`config.mk`:
```
export PLATFORM = sky130hd
export DESIGN_NAME = form_field_extract_percent_decode_unit
export DESIGN_NICKNAME = d
export VERILOG_FILES = /design/src/design/ffpd_pkg.sv /design/src/design/form_field_extract_percent_decode_unit.sv /design/src/design/ffpd_cell.sv /design/src/design/ffpd_decode.sv /design/src/design/ffpd_outq.sv
export SDC_FILE = /design/constraint.sdc
export NUM_CORES = 1
export LEC_CHECK = 0
export ABC_AREA = 1
export BUFFER_PORTS_ARGS = -buffer_cell sky130_fd_sc_hd__buf_2
export CAP_MARGIN = 40
export CORE_MARGIN = 2
export CORE_UTILIZATION = 40
export DETAILED_ROUTE_END_ITERATION = 10
export SLEW_MARGIN = 0
export SYNTH_ARGS = -nofsm -noshare
export SYNTH_HDL_FRONTEND = slang
export SYNTH_SLANG_ARGS = --single-unit
```
`constraint.sdc`:
```
create_clock -name clk_i -period 6.9 [get_ports clk_i]
set_input_delay 2.07 -clock clk_i [delete_from_list [all_inputs] [get_ports clk_i]]
set_output_delay 2.07 -clock clk_i [all_outputs]
set_load 0.05 [all_outputs]
```
`src/design/ffpd_pkg.sv`:
```
`default_nettype none

package ffpd_pkg;

  // Field name storage is fixed at eight characters by the register width.
  localparam int unsigned KEY_MAX_DEF = 8;
  localparam int unsigned KEY_BYTES   = 8;
  localparam int unsigned CFG_DATA_W  = 64;
  localparam int unsigned CFG_IDX_W   = 2;
  localparam int unsigned OQ_DEPTH    = 4;

  localparam logic [CFG_IDX_W-1:0] CFG_KEY_BYTES  = 2'd0;
  localparam logic [CFG_IDX_W-1:0] CFG_KEY_LENGTH = 2'd1;
  localparam logic [CFG_IDX_W-1:0] CFG_MAX_LEN    = 2'd2;

  localparam logic [7:0] CH_EQ    = 8'h3D;
  localparam logic [7:0] CH_AMP   = 8'h26;
  localparam logic [7:0] CH_PLUS  = 8'h2B;
  localparam logic [7:0] CH_PCT   = 8'h25;
  localparam logic [7:0] CH_SPACE = 8'h20;

  typedef logic [KEY_BYTES-1:0][7:0] key_t;

  typedef struct packed {
    logic [7:0] in_byte;
    logic       body_last;
  } in_word_t;

  typedef struct packed {
    logic [7:0] out_byte;
    logic       has_byte;
    logic       field_end;
    logic       found;
  } out_word_t;

  // Results of one accepted byte: up to two decoded bytes and an end word.
  typedef struct packed {
    logic [7:0] b0;
    logic [7:0] b1;
    logic       ok0;
    logic       ok1;
    logic       last;
    logic       found;
  } res_t;

endpackage

`default_nettype wire

```
`src/design/form_field_extract_percent_decode_unit.sv`:
```
// A decoded byte or end word is written into the output queue when its input word is taken.
// Throughput: one input word per cycle while in_ready_o is high; two or three output words
// (escape flush, end word) go into the 4-word queue, which drains one word per ready cycle.
// Input ready is high while the output queue holds at most one word.
// Reset (async, active low) clears the window, phase, escape, count and output queue;
// registers return to key 0, length 0, max_len 255.
`default_nettype none

module form_field_extract_percent_decode_unit #(
  parameter int unsigned KEY_MAX = ffpd_pkg::KEY_MAX_DEF
) (
  input  wire logic                                   clk_i,
  input  wire logic                                   rst_ni,
  input  wire logic                                   in_valid_i,
  output logic                                        in_ready_o,
  input  wire ffpd_pkg::in_word_t                     in_word_i,
  output logic                                        out_valid_o,
  input  wire logic                                   out_ready_i,
  output ffpd_pkg::out_word_t                         out_word_o,
  input  wire logic                                   cfg_we_i,
  input  wire logic [ffpd_pkg::CFG_IDX_W-1:0]         cfg_idx_i,
  input  wire logic [ffpd_pkg::CFG_DATA_W-1:0]        cfg_wdata_i
);
  import ffpd_pkg::*;

  key_t        key_q;
  logic [3:0]  key_len_q;
  logic [15:0] max_len_q;
  logic [3:0]  len;

  logic        in_acc;
  logic        search;
  logic        match;
  logic [7:0]  cell_byte [KEY_MAX];
  logic        cell_vld  [KEY_MAX];
  logic [KEY_MAX-1:0] hit;
  res_t        res;
  logic        space;

  always_ff @(posedge clk_i or negedge rst_ni) begin
    if (!rst_ni) begin
      key_q     <= '0;
      key_len_q <= 4'd0;
      max_len_q <= 16'd255;
    end else if (cfg_we_i) begin
      unique case (cfg_idx_i)
        CFG_KEY_BYTES:  key_q     <= cfg_wdata_i;
        CFG_KEY_LENGTH: key_len_q <= cfg_wdata_i[3:0];
        CFG_MAX_LEN:    max_len_q <= cfg_wdata_i[15:0];
        default: ;
      endcase
    end
  end

  assign len    = (key_len_q > 4'(KEY_MAX)) ? 4'(KEY_MAX) : key_len_q;
  assign in_acc = in_valid_i && in_ready_o;

  for (genvar g = 0; g < KEY_MAX; g++) begin : g_cell
    logic [7:0] b_in;
    logic       v_in;
    if (g == 0) begin : g_head
      assign b_in = in_word_i.in_byte;
      assign v_in = 1'b1;
    end else begin : g_body
      assign b_in = cell_byte[g-1];
      assign v_in = cell_vld[g-1];
    end
    ffpd_cell #(.Idx(g)) u_cell (
      .clk_i   (clk_i),
      .rst_ni  (rst_ni),
      .shift_i (in_acc && search),
      .clear_i (in_acc && in_word_i.body_last),
      .byte_i  (b_in),
      .valid_i (v_in),
      .key_i   (key_q),
      .len_i   (len),
      .byte_o  (cell_byte[g]),
      .valid_o (cell_vld[g]),
      .hit_o   (hit[g])
    );
  end

  // the new byte takes the '=' place, the row holds the key before it
  assign match = (in_word_i.in_byte == CH_EQ) && (&hit);

  ffpd_decode u_decode (
    .clk_i     (clk_i),
    .rst_ni    (rst_ni),
    .take_i    (in_acc),
    .in_i      (in_word_i),
    .match_i   (match),
    .max_len_i (max_len_q),
    .search_o  (search),
    .res_o     (res)
  );

  ffpd_outq u_outq (
    .clk_i       (clk_i),
    .rst_ni      (rst_ni),
    .res_i       (res),
    .space_o     (space),
    .out_valid_o (out_valid_o),
    .out_ready_i (out_ready_i),
    .out_word_o  (out_word_o)
  );

  assign in_ready_o = space;

  a_end_word_queued: assert property (@(posedge clk_i) disable iff (!rst_ni)
    in_acc && in_word_i.body_last |=> out_valid_o)
    else $error("end word not queued");

  a_phase_rearmed: assert property (@(posedge clk_i) disable iff (!rst_ni)
    in_acc && in_word_i.body_last |=> search)
    else $error("search not rearmed after body end");

  a_window_cleared: assert property (@(posedge clk_i) disable iff (!rst_ni)
    in_acc && in_word_i.body_last |=> !cell_vld[0])
    else $error("window not cleared after body end");

  a_stall_has_data: assert property (@(posedge clk_i) disable iff (!rst_ni)
    !in_ready_o |-> out_valid_o)
    else $error("input stalled with empty output queue");

endmodule

`default_nettype wire

```
`src/design/ffpd_cell.sv`:
```
`default_nettype none

module ffpd_cell #(
  parameter int unsigned Idx = 0
) (
  input  wire logic          clk_i,
  input  wire logic          rst_ni,
  input  wire logic          shift_i,
  input  wire logic          clear_i,
  input  wire logic [7:0]    byte_i,
  input  wire logic          valid_i,
  input  wire ffpd_pkg::key_t key_i,
  input  wire logic [3:0]    len_i,
  output logic [7:0]         byte_o,
  output logic               valid_o,
  output logic               hit_o
);
  import ffpd_pkg::*;

  logic [7:0] byte_q;
  logic       valid_q;
  logic [3:0] kdist;
  logic [2:0] kidx;
  logic       in_use;

  // The byte held here lines up with key character len-1-Idx once the
  // incoming byte takes the '=' slot.
  assign kdist  = len_i - 4'(Idx) - 4'd1;
  assign kidx   = kdist[2:0];
  assign in_use = 4'(Idx) < len_i;
  assign hit_o  = !in_use || (valid_q && (byte_q == key_i[kidx]));

  always_ff @(posedge clk_i or negedge rst_ni) begin
    if (!rst_ni) begin
      valid_q <= 1'b0;
    end else if (clear_i) begin
      valid_q <= 1'b0;
    end else if (shift_i) begin
      valid_q <= valid_i;
    end
  end

  always_ff @(posedge clk_i) begin
    if (shift_i) begin
      byte_q <= byte_i;
    end
  end

  assign byte_o  = byte_q;
  assign valid_o = valid_q;

endmodule

`default_nettype wire

```
`src/design/ffpd_decode.sv`:
```
`default_nettype none

module ffpd_decode (
  input  wire logic               clk_i,
  input  wire logic               rst_ni,
  input  wire logic               take_i,
  input  wire ffpd_pkg::in_word_t in_i,
  input  wire logic               match_i,
  input  wire logic [15:0]        max_len_i,
  output logic                    search_o,
  output ffpd_pkg::res_t          res_o
);
  import ffpd_pkg::*;

  typedef enum logic [1:0] {
    PH_SEARCH = 2'd0,
    PH_DECODE = 2'd1,
    PH_DONE   = 2'd2
  } phase_e;

  phase_e      ph_q, ph_d;
  logic [1:0]  pc_q, pc_d;
  logic [7:0]  pd_q, pd_d;
  logic [15:0] cnt_q, cnt_d;

  logic [7:0]  c;
  logic        last;
  logic        a0v, a1v, force_done;
  logic [7:0]  a0b, a1b;
  logic        ok0, ok1, done1, done2;
  logic [15:0] cnt1, cnt2;
  logic        found;

  function automatic logic [4:0] hex_val(input logic [7:0] ch);
    logic [4:0] r;
    r = 5'd0;
    if (ch >= 8'h30 && ch <= 8'h39) r = {1'b1, 4'(ch - 8'h30)};
    else if (ch >= 8'h61 && ch <= 8'h66) r = {1'b1, 4'(ch - 8'h57)};
    else if (ch >= 8'h41 && ch <= 8'h46) r = {1'b1, 4'(ch - 8'h37)};
    return r;
  endfunction

  function automatic logic [7:0] plain(input logic [7:0] ch);
    return (ch == CH_PLUS) ? CH_SPACE : ch;
  endfunction

  function automatic logic [7:0] hex_pair(input logic [7:0] hi, input logic [7:0] lo);
    logic [4:0] h;
    logic [4:0] l;
    logic [7:0] v;
    h = hex_val(hi);
    l = hex_val(lo);
    v = 8'd0;
    if (h[4]) v = l[4] ? {h[3:0], l[3:0]} : {4'd0, h[3:0]};
    return v;
  endfunction

  assign c    = in_i.in_byte;
  assign last = in_i.body_last;

  always_comb begin
    ph_d       = ph_q;
    pc_d       = pc_q;
    pd_d       = pd_q;
    a0v        = 1'b0;
    a1v        = 1'b0;
    a0b        = CH_PCT;
    a1b        = 8'd0;
    force_done = 1'b0;

    unique case (ph_q)
      PH_SEARCH: begin
        if (match_i) begin
          ph_d = (max_len_i == 16'd0) ? PH_DONE : PH_DECODE;
        end
      end
      PH_DECODE: begin
        if (c == CH_AMP) begin
          // unfinished escape goes out literally, then the value closes
          a0v        = pc_q != 2'd0;
          a1v        = pc_q[1];
          a1b        = plain(pd_q);
          force_done = 1'b1;
          pc_d       = 2'd0;
        end else if (pc_q == 2'd1) begin
          pd_d = c;
          pc_d = 2'd2;
          a0v  = last;
          a1v  = last;
          a1b  = plain(c);
        end else if (pc_q[1]) begin
          a0v  = 1'b1;
          a0b  = hex_pair(pd_q, c);
          pc_d = 2'd0;
        end else if (c == CH_PCT) begin
          pc_d = 2'd1;
          a0v  = last;
        end else begin
          a0v = 1'b1;
          a0b = plain(c);
        end
      end
      default: ;
    endcase

    // output limit, applied word by word
    ok0   = a0v && (cnt_q < max_len_i);
    cnt1  = cnt_q + {15'd0, ok0};
    done1 = a0v && (cnt1 >= max_len_i);
    ok1   = a1v && !done1;
    cnt2  = cnt1 + {15'd0, ok1};
    done2 = ok1 && (cnt2 >= max_len_i);
    cnt_d = cnt2;
    if (done1 || done2 || force_done) begin
      ph_d = PH_DONE;
    end

    found = ph_d != PH_SEARCH;

    if (last) begin
      ph_d  = PH_SEARCH;
      pc_d  = 2'd0;
      pd_d  = 8'd0;
      cnt_d = 16'd0;
    end
  end

  always_ff @(posedge clk_i or negedge rst_ni) begin
    if (!rst_ni) begin
      ph_q  <= PH_SEARCH;
      pc_q  <= 2'd0;
      pd_q  <= 8'd0;
      cnt_q <= 16'd0;
    end else if (take_i) begin
      ph_q  <= ph_d;
      pc_q  <= pc_d;
      pd_q  <= pd_d;
      cnt_q <= cnt_d;
    end
  end

  assign search_o = ph_q == PH_SEARCH;

  always_comb begin
    res_o.b0    = a0b;
    res_o.b1    = a1b;
    res_o.ok0   = take_i && ok0;
    res_o.ok1   = take_i && ok1;
    res_o.last  = take_i && last;
    res_o.found = found;
  end

endmodule

`default_nettype wire

```
`src/design/ffpd_outq.sv`:
```
`default_nettype none

module ffpd_outq (
  input  wire logic                clk_i,
  input  wire logic                rst_ni,
  input  wire ffpd_pkg::res_t      res_i,
  output logic                     space_o,
  output logic                     out_valid_o,
  input  wire logic                out_ready_i,
  output ffpd_pkg::out_word_t      out_word_o
);
  import ffpd_pkg::*;

  localparam int unsigned PtrW = $clog2(OQ_DEPTH);
  localparam int unsigned CntW = $clog2(OQ_DEPTH + 1);

  out_word_t     mem_q [OQ_DEPTH];
  logic [PtrW-1:0] wptr_q, rptr_q;
  logic [CntW-1:0] cnt_q, cnt_d;
  logic [1:0]      push_n;
  logic            pop;
  out_word_t       slot [3];
  out_word_t       end_w, b0_w, b1_w;

  always_comb begin
    end_w = '{out_byte: 8'd0, has_byte: 1'b0, field_end: 1'b1, found: res_i.found};
    b0_w  = '{out_byte: res_i.b0, has_byte: 1'b1, field_end: 1'b0, found: 1'b1};
    b1_w  = '{out_byte: res_i.b1, has_byte: 1'b1, field_end: 1'b0, found: 1'b1};
    // a second byte only ever follows a first one
    slot[0] = res_i.ok0 ? b0_w : end_w;
    slot[1] = res_i.ok1 ? b1_w : end_w;
    slot[2] = end_w;
  end

  assign push_n = {1'b0, res_i.ok0} + {1'b0, res_i.ok1} + {1'b0, res_i.last};
  assign pop    = out_valid_o && out_ready_i;
  assign cnt_d  = cnt_q - CntW'(pop) + CntW'(push_n);

  always_ff @(posedge clk_i or negedge rst_ni) begin
    if (!rst_ni) begin
      wptr_q <= '0;
      rptr_q <= '0;
      cnt_q  <= '0;
    end else begin
      wptr_q <= wptr_q + PtrW'(push_n);
      rptr_q <= rptr_q + PtrW'(pop);
      cnt_q  <= cnt_d;
    end
  end

  always_ff @(posedge clk_i) begin
    for (int k = 0; k < 3; k++) begin
      if (2'(k) < push_n) begin
        mem_q[wptr_q + PtrW'(k)] <= slot[k];
      end
    end
  end

  assign space_o     = cnt_q <= CntW'(OQ_DEPTH - 3);
  assign out_valid_o = cnt_q != '0;
  assign out_word_o  = mem_q[rptr_q];

endmodule

`default_nettype wire
```
==> results.tsv <==
stage	metric	value	unit
clock_network	clockRootBuffer	clkbuf_16	
critical_path	cp.required	7350	ps
timing	slew_viol_final	0	
global_routing	first_global_vias	15200	
clock_network	cts_made_buffers	29	
final_layout	areaGrowthSynthToFinish	27.2	%
yosys	synthDistinctLibCells	55	
critical_path	crit_path_end_kind	flop	
routing	drtPass1Iterations	6	
run	max_cap_viol_count	0	
critical_path	worst-path-buf-inv	9	
floorplanning	start_util	40.5	%
power	p_leak	9.59	nW
floorplanning	io_pins	93	
floorplanning	dieArea	0.0398	sq mm
timing	finalSetupViolCount	52	
global_routing	grtUsageTotal	27.5	%
timing	slew_headroom	41.3	%
routing	drc_errors	0	
power	power	6.02	mW
worst_hold_path	hold_class	flop to flop	
clock_network	clk_latency	570	ps
critical_path	path_class	input port to flop	
final_layout	final_core_util	51.6	%
routing	wl	54400	um
critical_path	cp.arrival	8220	ps
critical_path	cp_max_fo	4	
timing	worst_pin_slew	879	ps
floorplanning	die_width	199	um
yosys	synth-edff-count	68	
placement	post-place-ws	-1670	ps
routing	vias_per_cell	5.34	
critical_path	worst-path-stages	53	
critical_path	cpPeakStageDelay	380	ps
final_layout	drive_above_1_share	21.7	%
yosys	ys_seq_elements	235	
outcome	status	complete, but fails checks	
clock_network	clockBufferDepth	3	
yosys	syn_area	0.0153	sq mm
timing	period_minus_slack	7770	ps
timing	fin_worst_skew	15.3	ps
floorplanning	core_region_area	0.0377	sq mm
floorplanning	fp-row-count	71	
clock_network	cts.reportedPaths.clkPinSlew	60	ps
outcome	violations	negative setup slack	
yosys	syn_nets	2271	
floorplanning	die_y	199	um
global_routing	grt_max_degree	84	
timing	fin_ws	-868	ps
timing	min_period_over_period	113	%
global_routing	antenna_found_initial	0	
power	power.density	310	mW/mm^2
clock_network	htreeDepth	1	
placement	port_buffers	92	
final_layout	antennaDiodeCount	0	
global_routing	grt-ovfl-total	0	
yosys	yosysSeqAreaShare	39.5	%
timing	max_freq	129	MHz
yosys	async_reset_ff_share	54.0	%
timing	rsz0062_at_grt	true	
final_layout	nets	2563	
timing	fin_tns_setup	-16050	ps
yosys	synthesis.instances	2123	
placement	post-dp-hpwl	40400	um
power	peakVddDrop	0.196	mV
yosys	ys.flop_type	dfrtp_1	
clock_network	cts_tree	yes	
global_routing	grt_pass1_wl	83600	um
placement	place.gp.congestion	0.934	
routing	vias	15700	
yosys	avgSynthCellArea	7.19	sq um
routing	final_antenna_net_count	0	
placement	placed_cells_incl_taps	2820	
critical_path	cp_top_family	simple AND/OR/NAND/NOR gates	
clock_network	clkSinkCount	235	
routing	wire_per_inst	18.5	um
yosys	yosysWarningCount	0	
critical_path	start_kind	input port	
critical_path	rr_worst_depth	52	
timing	report.final.hold_viol_count	0	
routing	drtIter0Drc	1380	
critical_path	crit_slowest_cell	o311ai_2	
worst_hold_path	worstHoldPathCells	0	
final_layout	final_cells	2948	
==> report_power, final <==
part	total, mW	internal (mW)	switching (mW)
Clock	1.51	0.867	0.646
Combinational	2.58	0.833	1.75
Sequential	1.92	1.71	0.209
Total	6.02	3.41	2.61
==> per-layer routing <==
layer,wire (um),GRT usage (%),part of all wire [%]
met1,23400,36.5,43
met2,24400,44.4,45
met3,3740,3.88,6.9
met4,2810,12.8,5.2
met5,0,0,0
==> synth_stat cells, drive strengths merged (2+ instances only) <==
library cell  count  area share (%)
nand3           294             9.7
fa                2            0.26
o211a             3            0.20
a32o              2            0.13
o31ai             2           0.098
dfxtp            40             5.2
nand3b           21             1.0
inv             243             6.0
nor2            176             4.5
a22oi             4            0.20
dfstp             8             1.4
dfrtp           119              20
xnor2             6            0.34
nor3             14            0.53
o22ai            29             1.2
clkbuf           35            0.86
mux2             26             1.9
nand2           615              15
xor2             23             1.4
a31oi             8            0.33
edfxtp           68              13
o211ai            3            0.15
nand4            24             1.0
clkinv            5            0.12
nor4              2           0.082
a21o              3            0.15
a21oi            96             3.1
a211oi            2           0.098
ha               66             5.4
o21ai           137             4.5
a22o              2            0.11
buf              33             1.3
a21boi            3            0.15
==> cell usage in the layout, fill, tap and decap left out, types with 10 or more instances in the layout <==
cell type and n:
nand2_2 13, nor2_2 18, xor2_1 18, inv_1 225
o21ai_0 119, a21oi_1 89, nor2_4 11, ha_1 57
dfxtp_1 40, nand2_1 595, nand3_2 10, nand3b_1 21
nor2_1 147, nand4_1 23, mux2_2 26, edfxtp_1 68
nand3_1 281, nor3_1 11, buf_2 87, clkbuf_16 31
buf_4 213, o21ai_1 17, inv_2 15, o22ai_1 27
buf_6 23, dfrtp_1 119
==> cell families (layout without fill, tap and decap cells) <==
logic type / after synthesis / after routing / share of synthesized area [%]
adders and majority gates: 68 / 68 / 5.67
AOI/OAI and AO/OA: 301 / 301 / 10.8
muxes: 27 / 27 / 1.98
buffers and inverters: 316 / 630 / 8.24
xor gates and xnor gates: 29 / 29 / 1.71
DFF: 235 / 235 / 39.5
and+or+nand+nor: 1147 / 1147 / 32.1
==> flip-flops by register name, summed over array words and instances, names as in the netlist <==
name	count
u_outq.cnt_q	3
g_cell.u_cell.byte_o	64
g_cell.u_cell.valid_o	8
key_len_q	4
u_decode.pd_q	8
u_outq.rptr_q	2
u_decode.pc_q	2
u_decode.ph_q	2
u_outq.wptr_q	2
u_outq.mem_q	44
max_len_q	16
u_decode.cnt_q	16
key_q	64
==> metrics by stage <==
step	cell area, sq um	hold slack, ps
5_1_grt	19400	482
3_5_place_dp	17400	434
3_3_place_gp	17300	431
4_1_cts	19100	449
6_report	19400	453
2_1_floorplan	15400	426
==> worst paths after layout <==
path,start,to,slack [ps]
max,in_word_i[2],u_decode.ph_q[0]$_DFFE_PN0P_,-870
min in group asynchronous,rst_ni,u_outq.cnt_q[0]$_DFF_PN0_,1540
max in group asynchronous,rst_ni,key_q[60]$_DFFE_PN0P_,4170
min,g_cell[6].u_cell.byte_o[7]$_DFFE_PP_,g_cell[7].u_cell.byte_o[7]$_DFFE_PP_,450
min reg2reg,g_cell[6].u_cell.byte_o[7]$_DFFE_PP_,g_cell[7].u_cell.byte_o[7]$_DFFE_PP_,450
max reg2reg,max_len_q[1]$_DFFE_PN1P_,u_decode.ph_q[0]$_DFFE_PN0P_,-50
==> repair_timing <==
action                                  4_1_cts  5_1_grt
pin swaps                                    60       61
gates cloned                                  0        0
hold buffers                                  0        0
setup buffers                                63       29
gates resized for setup                      70       60
endpoints found under the setup margin       22       61
==> area by class of cell <==
type	instances	area (sq um)
inverters	248	940
multi-input cells	1572	8470
flip-flops and latches	235	6030
clock inverters	18	140
clock buffers	35	801
repair buffers	329	2400
well taps	511	639
fillers	3712	18200
No activity file was read; power rests on OpenSTA's default activity.
